--- src/rtl/core/mtw_pkg.sv ---
// ----------------------------------------------------------------------------
// mtw_pkg
// Shared types, codes and helpers of the markup tag whitelist checker.
// ----------------------------------------------------------------------------
package mtw_pkg;

   localparam int TABLE_ENTRIES_DEF = 16;
   localparam int NAME_BYTES_DEF    = 16;
   localparam int NAME_BYTES_MAX    = 32;
   localparam int COL_BITS          = $clog2(NAME_BYTES_MAX);
   localparam int MID_DEPTH         = 4;
   localparam int OUT_DEPTH         = 3;
   localparam int CSR_W             = 5;

   localparam logic [7:0] CH_LT    = 8'h3C;
   localparam logic [7:0] CH_GT    = 8'h3E;
   localparam logic [7:0] CH_SLASH = 8'h2F;

   localparam logic [1:0] MODE_LOAD = 2'd0;
   localparam logic [1:0] MODE_DOC  = 2'd1;
   localparam logic [1:0] MODE_END  = 2'd2;

   typedef enum logic [1:0] {
      OP_LOAD,
      OP_CMP,
      OP_FIN,
      OP_END
   } op_kind_type;

   // where the name length stands relative to the entry size
   typedef enum logic [1:0] {
      LEN_WITHIN,
      LEN_EXACT,
      LEN_OVER
   } len_class_type;

   typedef struct packed {
      op_kind_type         kind;
      logic [3:0]          entry;
      logic [COL_BITS-1:0] col;
      logic [7:0]          data;
      len_class_type       len;
   } op_type;

   function automatic logic [7:0] fold_lower(input logic [7:0] c);
      if (c >= 8'h41 && c <= 8'h5A) begin
         return c + 8'd32;
      end
      return c;
   endfunction

   function automatic logic is_white(input logic [7:0] c);
      return (c == 8'd32) || (c >= 8'd9 && c <= 8'd13);
   endfunction

endpackage

--- src/rtl/core/mtw_ram.sv ---
// ----------------------------------------------------------------------------
// mtw_ram
// Generic single-port RAM with registered read.
// ----------------------------------------------------------------------------
module mtw_ram #(
   parameter int WIDTH = 8,
   parameter int DEPTH = 16
) (
   input  logic                     clock,
   input  logic                     we,
   input  logic [$clog2(DEPTH)-1:0] addr,
   input  logic [WIDTH-1:0]         wdata,
   output logic [WIDTH-1:0]         rdata
);

   logic [WIDTH-1:0] mem_ff [DEPTH];
   logic [WIDTH-1:0] rdata_ff;

   always_ff @(posedge clock) begin
      if (we) begin
         mem_ff[addr] <= wdata;
      end
      rdata_ff <= mem_ff[addr];
   end

   assign rdata = rdata_ff;

endmodule

--- src/rtl/core/mtw_fifo.sv ---
// ----------------------------------------------------------------------------
// mtw_fifo
// Small register-based first-in first-out queue with fill count.
// ----------------------------------------------------------------------------
module mtw_fifo #(
   parameter int WIDTH = 8,
   parameter int DEPTH = 4
) (
   input  logic                       clock,
   input  logic                       reset,
   input  logic                       push,
   input  logic [WIDTH-1:0]           wdata,
   output logic                       full,
   input  logic                       pop,
   output logic [WIDTH-1:0]           rdata,
   output logic                       empty,
   output logic [$clog2(DEPTH+1)-1:0] count
);

   localparam int PTR_W = (DEPTH > 1) ? $clog2(DEPTH) : 1;
   localparam int CNT_W = $clog2(DEPTH+1);

   logic [WIDTH-1:0] data_ff [DEPTH];
   logic [PTR_W-1:0] wr_ff, wr_in;
   logic [PTR_W-1:0] rd_ff, rd_in;
   logic [CNT_W-1:0] cnt_ff, cnt_in;
   logic             do_push, do_pop;

   assign full    = (cnt_ff == CNT_W'(DEPTH));
   assign empty   = (cnt_ff == '0);
   assign count   = cnt_ff;
   assign rdata   = data_ff[rd_ff];
   assign do_push = push && !full;
   assign do_pop  = pop && !empty;

   always_comb begin
      wr_in  = wr_ff;
      rd_in  = rd_ff;
      cnt_in = cnt_ff;
      if (do_push) begin
         wr_in = (wr_ff == PTR_W'(DEPTH-1)) ? '0 : wr_ff + 1'b1;
      end
      if (do_pop) begin
         rd_in = (rd_ff == PTR_W'(DEPTH-1)) ? '0 : rd_ff + 1'b1;
      end
      if (do_push && !do_pop) begin
         cnt_in = cnt_ff + 1'b1;
      end else if (do_pop && !do_push) begin
         cnt_in = cnt_ff - 1'b1;
      end
   end

   always_ff @(posedge clock) begin
      if (reset) begin
         wr_ff  <= '0;
         rd_ff  <= '0;
         cnt_ff <= '0;
      end else begin
         wr_ff  <= wr_in;
         rd_ff  <= rd_in;
         cnt_ff <= cnt_in;
      end
      if (do_push) begin
         data_ff[wr_ff] <= wdata;
      end
   end

endmodule

--- src/rtl/core/mtw_front.sv ---
// ----------------------------------------------------------------------------
// mtw_front
// Tag parser: tracks the phase and name length of the current tag and turns
// each accepted word into at most one table operation for the back end.
// ----------------------------------------------------------------------------
module mtw_front import mtw_pkg::*; #(
   parameter int TABLE_ENTRIES = TABLE_ENTRIES_DEF,
   parameter int NAME_BYTES    = NAME_BYTES_DEF
) (
   input  logic       clock,
   input  logic       reset,
   input  logic       accept,
   input  logic [1:0] req_mode,
   input  logic [3:0] req_entry_index,
   input  logic [3:0] req_char_position,
   input  logic [7:0] req_data_byte,
   output logic       op_valid,
   output op_type     op
);

   localparam int LEN_W = $clog2(NAME_BYTES+2);

   typedef enum logic [1:0] {
      PH_OUTSIDE,
      PH_BEFORE,
      PH_NAME,
      PH_AFTER
   } phase_type;

   phase_type        phase_ff, phase_in;
   logic [LEN_W-1:0] len_ff, len_in;
   logic             len_lt, len_eq, len_le;
   logic [7:0]       raw;

   assign raw    = req_data_byte;
   assign len_lt = len_ff < LEN_W'(NAME_BYTES);
   assign len_eq = len_ff == LEN_W'(NAME_BYTES);
   assign len_le = len_lt || len_eq;

   always_comb begin
      phase_in = phase_ff;
      len_in   = len_ff;
      op_valid = 1'b0;
      op.kind  = OP_LOAD;
      op.entry = req_entry_index;
      op.col   = COL_BITS'(len_ff);
      op.data  = fold_lower(raw);
      op.len   = len_lt ? LEN_WITHIN : LEN_OVER;
      case (req_mode)
         MODE_LOAD: begin
            op_valid = (32'(req_entry_index) < TABLE_ENTRIES) &&
                       (32'(req_char_position) < NAME_BYTES);
            op.col   = COL_BITS'(req_char_position);
         end
         MODE_DOC: begin
            if (raw != 8'd0) begin
               case (phase_ff)
                  PH_OUTSIDE: begin
                     if (raw == CH_LT) begin
                        phase_in = PH_BEFORE;
                        len_in   = '0;
                     end
                  end
                  PH_BEFORE: begin
                     if (raw == CH_GT) begin
                        phase_in = PH_OUTSIDE;
                     end else if (raw == CH_SLASH) begin
                        phase_in = PH_NAME;
                     end else if (!is_white(raw)) begin
                        phase_in = PH_NAME;
                        op_valid = 1'b1;
                        op.kind  = OP_CMP;
                        len_in   = len_le ? len_ff + 1'b1 : len_ff;
                     end
                  end
                  PH_NAME: begin
                     if (raw == CH_GT) begin
                        phase_in = PH_OUTSIDE;
                        len_in   = '0;
                        op_valid = 1'b1;
                        op.kind  = OP_FIN;
                        op.len   = len_lt ? LEN_WITHIN : (len_eq ? LEN_EXACT : LEN_OVER);
                     end else if (is_white(raw)) begin
                        phase_in = PH_AFTER;
                     end else begin
                        op_valid = 1'b1;
                        op.kind  = OP_CMP;
                        len_in   = len_le ? len_ff + 1'b1 : len_ff;
                     end
                  end
                  default: begin
                     if (raw == CH_GT) begin
                        phase_in = PH_OUTSIDE;
                        len_in   = '0;
                        op_valid = 1'b1;
                        op.kind  = OP_FIN;
                        op.len   = len_lt ? LEN_WITHIN : (len_eq ? LEN_EXACT : LEN_OVER);
                     end
                  end
               endcase
            end
         end
         MODE_END: begin
            op_valid = 1'b1;
            op.kind  = OP_END;
            phase_in = PH_OUTSIDE;
            len_in   = '0;
         end
         default: begin
         end
      endcase
   end

   always_ff @(posedge clock) begin
      if (reset) begin
         phase_ff <= PH_OUTSIDE;
         len_ff   <= '0;
      end else if (accept) begin
         phase_ff <= phase_in;
         len_ff   <= len_in;
      end
   end

endmodule

--- src/rtl/core/mtw_back.sv ---
// ----------------------------------------------------------------------------
// mtw_back
// Table execution: one RAM per allowed-name entry, parallel compare of a
// table column against the name byte, match vector and sticky failure.
// ----------------------------------------------------------------------------
module mtw_back import mtw_pkg::*; #(
   parameter int TABLE_ENTRIES = TABLE_ENTRIES_DEF,
   parameter int NAME_BYTES    = NAME_BYTES_DEF
) (
   input  logic                           clock,
   input  logic                           reset,
   input  logic                           mid_valid,
   input  op_type                         mid_op,
   output logic                           mid_pop,
   output logic                           out_push,
   output logic                           out_data,
   input  logic [$clog2(OUT_DEPTH+1)-1:0] out_count,
   input  logic                           csr_valid,
   input  logic [CSR_W-1:0]               csr_data,
   output logic                           csr_ready,
   output logic                           clearing
);

   localparam int COL_W = $clog2(NAME_BYTES);

   logic                     clr_busy_ff;
   logic [COL_W-1:0]         clr_ff;
   logic [CSR_W-1:0]         cfg_ff;
   logic                     b2_valid_ff;
   op_type                   b2_op_ff;
   logic [TABLE_ENTRIES-1:0] mv_ff, mv_in;
   logic                     fail_ff, fail_in;
   logic                     b2_end;
   logic                     room;
   logic [COL_W-1:0]         ram_addr;
   logic [7:0]               ram_wdata;
   logic [7:0]               rd [TABLE_ENTRIES];
   logic [TABLE_ENTRIES-1:0] eq_vec, zero_vec, use_vec, fin_vec;

   assign csr_ready = 1'b1;
   assign clearing  = clr_busy_ff;
   assign b2_end    = b2_valid_ff && (b2_op_ff.kind == OP_END);
   // an end word needs a free result slot, counting one still in flight
   assign room      = (32'(out_count) + 32'(b2_end)) < OUT_DEPTH;
   assign mid_pop   = mid_valid && !clr_busy_ff && ((mid_op.kind != OP_END) || room);
   assign ram_addr  = clr_busy_ff ? clr_ff : COL_W'(mid_op.col);
   assign ram_wdata = clr_busy_ff ? 8'd0 : mid_op.data;

   for (genvar e = 0; e < TABLE_ENTRIES; e++) begin : g_entry
      logic we;
      assign we = clr_busy_ff ||
                  (mid_pop && (mid_op.kind == OP_LOAD) && (32'(mid_op.entry) == e));
      mtw_ram #(
         .WIDTH(8),
         .DEPTH(NAME_BYTES)
      ) u_ram (
         .clock(clock),
         .we   (we),
         .addr (ram_addr),
         .wdata(ram_wdata),
         .rdata(rd[e])
      );
      assign eq_vec[e]   = (rd[e] == b2_op_ff.data);
      assign zero_vec[e] = (rd[e] == 8'd0);
      assign use_vec[e]  = (e < 32'(cfg_ff));
   end

   always_comb begin
      fin_vec = mv_ff;
      case (b2_op_ff.len)
         LEN_WITHIN: fin_vec = mv_ff & zero_vec;
         LEN_EXACT:  fin_vec = mv_ff;
         default:    fin_vec = '0;
      endcase
   end

   always_comb begin
      mv_in    = mv_ff;
      fail_in  = fail_ff;
      out_push = 1'b0;
      out_data = !fail_ff;
      if (b2_valid_ff) begin
         case (b2_op_ff.kind)
            OP_CMP: begin
               mv_in = (b2_op_ff.len == LEN_WITHIN) ? (mv_ff & eq_vec) : '0;
            end
            OP_FIN: begin
               if ((fin_vec & use_vec) == '0) begin
                  fail_in = 1'b1;
               end
               mv_in = '1;
            end
            OP_END: begin
               out_push = 1'b1;
               fail_in  = 1'b0;
               mv_in    = '1;
            end
            default: begin
            end
         endcase
      end
   end

   always_ff @(posedge clock) begin
      if (reset) begin
         clr_busy_ff <= 1'b1;
         clr_ff      <= '0;
         cfg_ff      <= '0;
         b2_valid_ff <= 1'b0;
         mv_ff       <= '1;
         fail_ff     <= 1'b0;
      end else begin
         if (clr_busy_ff) begin
            clr_ff <= clr_ff + 1'b1;
            if (clr_ff == COL_W'(NAME_BYTES-1)) begin
               clr_busy_ff <= 1'b0;
            end
         end
         if (csr_valid) begin
            cfg_ff <= csr_data;
         end
         b2_valid_ff <= mid_pop;
         mv_ff       <= mv_in;
         fail_ff     <= fail_in;
      end
      if (mid_pop) begin
         b2_op_ff <= mid_op;
      end
   end

endmodule

--- src/rtl/core/markup_tag_whitelist_checker_unit.sv ---
// ----------------------------------------------------------------------------
// markup_tag_whitelist_checker_unit
// Checks markup tag names against a loadable table of allowed names.
// ----------------------------------------------------------------------------
// The unit takes one word per clock cycle on the request queue, sustained while
// the response queue has room and no table clear runs, whether it loads a
// table character, carries a document byte or ends a document; that figure is
// set by the single table column read per name byte, one read port on each
// entry RAM, with all entries compared in parallel. The parser front end hands
// table operations through a four-deep queue to the table back end, so either
// side may stall alone; a verdict passes from that queue through the back
// end's compare register onto the response queue. After reset the table RAMs
// are cleared in one pass with req_full high; the csr channel is always ready.
module markup_tag_whitelist_checker_unit import mtw_pkg::*; #(
   parameter int TABLE_ENTRIES = TABLE_ENTRIES_DEF,
   parameter int NAME_BYTES    = NAME_BYTES_DEF
) (
   input  logic             clock,
   input  logic             reset,
   input  logic             req_push,
   output logic             req_full,
   input  logic [1:0]       req_mode,
   input  logic [3:0]       req_entry_index,
   input  logic [3:0]       req_char_position,
   input  logic [7:0]       req_data_byte,
   output logic             rsp_empty,
   input  logic             rsp_pop,
   output logic             rsp_all_allowed,
   input  logic             csr_valid,
   output logic             csr_ready,
   input  logic [CSR_W-1:0] csr_data
);

   logic                           accept;
   logic                           fop_valid;
   op_type                         fop;
   logic                           mid_full;
   logic                           mid_empty;
   logic                           mid_pop;
   logic [$bits(op_type)-1:0]      mid_rdata;
   logic                           out_push;
   logic                           out_data;
   logic [$clog2(OUT_DEPTH+1)-1:0] out_count;
   logic                           clearing;

   assign req_full = mid_full || clearing;
   assign accept   = req_push && !req_full;

   mtw_front #(
      .TABLE_ENTRIES(TABLE_ENTRIES),
      .NAME_BYTES   (NAME_BYTES)
   ) u_front (
      .clock            (clock),
      .reset            (reset),
      .accept           (accept),
      .req_mode         (req_mode),
      .req_entry_index  (req_entry_index),
      .req_char_position(req_char_position),
      .req_data_byte    (req_data_byte),
      .op_valid         (fop_valid),
      .op               (fop)
   );

   mtw_fifo #(
      .WIDTH($bits(op_type)),
      .DEPTH(MID_DEPTH)
   ) u_mid (
      .clock(clock),
      .reset(reset),
      .push (accept && fop_valid),
      .wdata(fop),
      .full (mid_full),
      .pop  (mid_pop),
      .rdata(mid_rdata),
      .empty(mid_empty),
      .count()
   );

   mtw_back #(
      .TABLE_ENTRIES(TABLE_ENTRIES),
      .NAME_BYTES   (NAME_BYTES)
   ) u_back (
      .clock    (clock),
      .reset    (reset),
      .mid_valid(!mid_empty),
      .mid_op   (op_type'(mid_rdata)),
      .mid_pop  (mid_pop),
      .out_push (out_push),
      .out_data (out_data),
      .out_count(out_count),
      .csr_valid(csr_valid),
      .csr_data (csr_data),
      .csr_ready(csr_ready),
      .clearing (clearing)
   );

   mtw_fifo #(
      .WIDTH(1),
      .DEPTH(OUT_DEPTH)
   ) u_out (
      .clock(clock),
      .reset(reset),
      .push (out_push),
      .wdata(out_data),
      .full (),
      .pop  (rsp_pop),
      .rdata(rsp_all_allowed),
      .empty(rsp_empty),
      .count(out_count)
   );

endmodule
--- config.mk ---
export PLATFORM = sky130hd
export DESIGN_NAME = markup_tag_whitelist_checker_unit
export DESIGN_NICKNAME = d
export VERILOG_FILES = /design/src/rtl/core/mtw_pkg.sv /design/src/rtl/core/mtw_ram.sv /design/src/rtl/core/mtw_fifo.sv /design/src/rtl/core/mtw_front.sv /design/src/rtl/core/mtw_back.sv /design/src/rtl/core/markup_tag_whitelist_checker_unit.sv
export SDC_FILE = /design/constraint.sdc
export NUM_CORES = 2
export LEC_CHECK = 0
export BUFFER_PORTS_ARGS = -buffer_cell sky130_fd_sc_hd__buf_2
export CAP_MARGIN = 20
export CORE_MARGIN = 2
export CORE_UTILIZATION = 57
export CTS_CLUSTER_SIZE = 8
export DETAILED_ROUTE_END_ITERATION = 7
export GPL_TIMING_DRIVEN = 0
export PLACE_DENSITY_LB_ADDON = 0.05
export SKIP_LAST_GASP = 1
export SLEW_MARGIN = 25
export SYNTH_ARGS = -nofsm -noshare
export SYNTH_HDL_FRONTEND = slang
export SYNTH_SLANG_ARGS = --single-unit
--- constraint.sdc ---
create_clock -name clock -period 5.3 [get_ports clock]
set_input_delay 0.53 -clock clock [delete_from_list [all_inputs] [get_ports clock]]
set_output_delay 0.53 -clock clock [all_outputs]
set_load 0.01 [all_outputs]
==> flow_summary.toml <==
[outcome]
status = "finished, violations left"
violations = "design-rule violations, negative setup slack"

[power_and_ir_drop]
swShare = 0.224
combPwrFrac = 0.073
cellInternalPower_uw = 33700
seqPwrFrac = 0.477
clkPwrFrac = 0.450
irDropWorstVdd_v = 0.000365
power_uw = 43400
leakagePower_uw = 0.0351
power.density_nw_per_um2 = 411
power.switching_uw = 9710

[timing]
hold_viol = 0
setup_tns_ns = -7.40
max_slew_margin = 0.204
rsz0062_at_grt = "yes"
post-route-period-util = 1.03
finalSetupViolCount = 120
tightest_slew_ns = 1.19
fin_crit_ns = 5.45
skew_ns = 0.0569
slew_violations = 0
layout_setup_ws_ns = -0.147
max_freq_mhz = 184

[logic_synthesis]
synth_xor_area_frac = 0.0132
ys_ff_latch = 2323
muxShareOfSynthArea = 0.124
synth_top_family_by_area = "multiplexers"
synth.net_count = 4978
syn_area_um2 = 91000
synth-edff-count = 2143
yosys.area_share.simple = 0.0379
syn_inst = 4928
yosysSeqAreaShare = 0.747
synth_fa_ha_area_frac = 0.00311
avgSynthCellArea_um2 = 18.5
synth_cell_types = 67
yosysWarnings = 0
async_flop_share = 0
synthFlopType = "edfxtp_1"
synth_compound_area_frac = 0.0588

[clocking]
clockBufferDepth = 4
cts_buffers = 340
root_buffer = "clkbuf_16"
clk-insertion-delay-late_ns = 0.94
clock-sinks = 2323
cts_setup_buffers = 0
htree_levels = 5
clk_pin_slew_ns = 0.05
cts_tree = "done"

[critical_path]
worstPathArrival_ns = 5.96
slowest_delay_ns = 0.69
critPathRequiredTime_ns = 5.82
critPathMaxFanout = 10
slowest_stage = "nor2_1"
critical_path_class = "flip-flop to flip-flop"
cp-start-kind = "flip-flop"
r2r_slack_ns = -0.15
reg2reg_to = "u_back.g_entry[14].u_ram.mem_ff[1][6]"
crit_chain = "buf_2 -> buf_1 -> nand2_1 -> o32a_1 -> o211ai_1 -> clkbuf_2 -> buf_16 -> nand2_1 -> clkbuf_2 -> buf_16 -> nor2_1"
cp-end-kind = "flip-flop"
r2r_cells = 11

[hold_path]
holdPathEnd = "u_mid.data_ff[3][13]"
holdPathStages = 2
hold_path_class = "input pin to flip-flop"
worstHoldStart = "req_char_position[3]"

[global_routing]
grt_busiest_layer = "met2"
grt_overflow = 0
antenna_found_initial = 10
grt_pass1_wl_mm = 397
grt_max_degree = 72
gr-usage-met1 = 0.488
first_global_vias = 51300
use_met3 = 0.0912
track_usage = 0.357
grtUsageMet2 = 0.527

[floorplan]
die_y_um = 404
core_area_um2 = 158000
start_util = 0.574
rows = 146
die_w_um = 404
io_pins = 32
die_area_um2 = 163000

[route]
finalWirelength_mm = 290
drtPass1Iterations = 8
vias = 52900
drc = 8
drt_iter0_markers = 8636
wl_per_cell_um = 37.8
via_per_inst = 6.90
detail-route-antenna-nets = 0

[run]
cap_violations = 0

[layout]
n_fill_cell = 10500
fin_area_um2 = 105000
drive_gt1_frac = 0.214
syn_to_final_growth_pct = 16.0
fin_nets = 5435
fin_util = 0.666

[placed_design]
dp_hpwl_mm = 190
io_buffers = 29
gp_congestion = 0.989
place_area_um2 = 95800
-- layout by cell type, fill, tap and decap left out, types with 7 or more instances in the layout --
master,count
a211o_1,128
dlygate4sd3_1,12
and2_4,8
nor3b_1,7
clkbuf_16,347
buf_12,13
xnor2_1,106
xor2_1,31
nand3_1,21
buf_1,9
dfxtp_1,180
ha_1,21
nor2_2,15
buf_16,54
a21oi_2,12
a22o_1,128
clkbuf_1,355
nand2_1,315
nor2_1,290
buf_2,73
a31oi_1,71
mux4_2,403
a222oi_1,128
o21ai_0,91
buf_4,19
edfxtp_1,2143
mux2_2,129
a21oi_1,94
mux2i_1,72
clkbuf_2,70
nor4_1,44
diode_2,9
buf_6,12
and3_1,7
nand4_1,19
nor3_1,22
inv_1,22
-- cell families after synthesis --
family          count (synthesis)
compound gates                700
xor+xnor                      137
fa+ha+maj                      22
buf+inv                       336
flops                        2323
mux                           608
other cells                     1
simple gates                  801
-- worst max-delay path: cells and delay by family, from the launching register on --
kind,cells,cell delay [ns]
compound gates,2,0.88
buf+inv,6,2.41
flops,1,0.29
simple gates,3,1.44
-- state kept, by name (all words and copies together), names as in the netlist, named ones only --
signal	flops
u_out.count	2
u_back.g_entry.u_ram.rdata	128
u_back.b2_op_ff	12
u_back.mv_ff	16
u_out.data_ff	3
u_out.wr_ff	2
u_mid.wr_ff	2
u_back.cfg_ff	5
u_out.rd_ff	2
u_mid.rd_ff	2
u_back.g_entry.u_ram.mem_ff	2048
u_back.clr_ff	4
u_mid.count	3
u_front.phase_ff	2
u_back.fail_ff	1
u_front.len_ff	5
u_back.clearing	1
u_back.b2_valid_ff	1
u_mid.data_ff	80
-- stage by stage --
step	hold WS [ns]	instances	worst slack, ns
2_1_floorplan	0.435	4928	1.50
3_3_place_gp	0.447	7029	-2.13
3_5_place_dp	0.452	7103	-0.541
4_1_cts	0.0122	7663	0.145
5_1_grt	0.0339	7663	-0.00356
6_report	0.0464	7672	-0.147
-- per-layer routing --
metal | up-vias | wire (um)
met5 | - | 34
met3 | 727 | 34400
met1 | 27400 | 107000
met2 | 3700 | 130000
met4 | 6 | 18400
li1 | 21100 | -
-- Yosys cell counts, drive strengths merged, types with 22 or more instances --
cell type,instances,area (um^2)
a22o,128,1120
a21oi,107,554
nor2,305,1140
mux4,403,9080
nor4,47,294
a222oi,128,1280
a31oi,71,444
mux2i,72,721
o21ai,96,480
inv,22,82.6
nand2,321,1200
xnor2,106,928
clkbuf,232,871
edfxtp,2143,64400
mux2,133,1500
buf,81,484
nor3,23,120
dfxtp,180,3600
xor2,31,272
a211o,128,1120
-- area by class of cell --
type	count	area [um^2]	area share
flip-flops and latches	2323	68000	0.644
well taps	2072	2590	0.0246
clock buffers	539	9400	0.0891
repair buffers	115	2100	0.0199
inverters	23	86.3	0.000818
clock inverters	9	115	0.00109
multi-input cells	2269	21800	0.206
plain buffers	313	1450	0.0138
diodes	9	22.5	0.000213
-- worst max-delay path by stage --
stage | to | slack, ns | cells past startpoint
floorplan | u_back.g_entry[0].u_ram.mem_ff[0][0] | 1.50 | 4
global placement | u_back.g_entry[8].u_ram.mem_ff[1][0] | -2.13 | 9
finish | u_back.g_entry[14].u_ram.mem_ff[1][6] | -0.15 | 11
global route | u_back.g_entry[14].u_ram.mem_ff[1][2] | -0.004 | 11
CTS | u_back.g_entry[14].u_ram.mem_ff[6][2] | 0.15 | 10
detailed placement | u_back.g_entry[8].u_ram.mem_ff[7][5] | -0.54 | 10
-- power groups by stage --
stage                     combinational (uW)  sequential (uW)  clock [uW]
after floorplan                         1850            20900           0
after global placement                  3020            21000           0
after detailed placement                3100            21000           0
after CTS                               3130            20700       19600
after global routing                    3270            20700       20400
final                                   3180            20700       19500
-- what timing repair did --
| item | 4_1_cts | 5_1_grt |
|---|---|---|
| endpoints found under the hold margin | 39 | 0 |
| setup endpoints to repair | 715 | 14 |
| cloned | 0 | 0 |
| gates resized for setup | 12 | 2 |
| hold buffers | 12 | 0 |
Power figures use the tool's default switching activity.
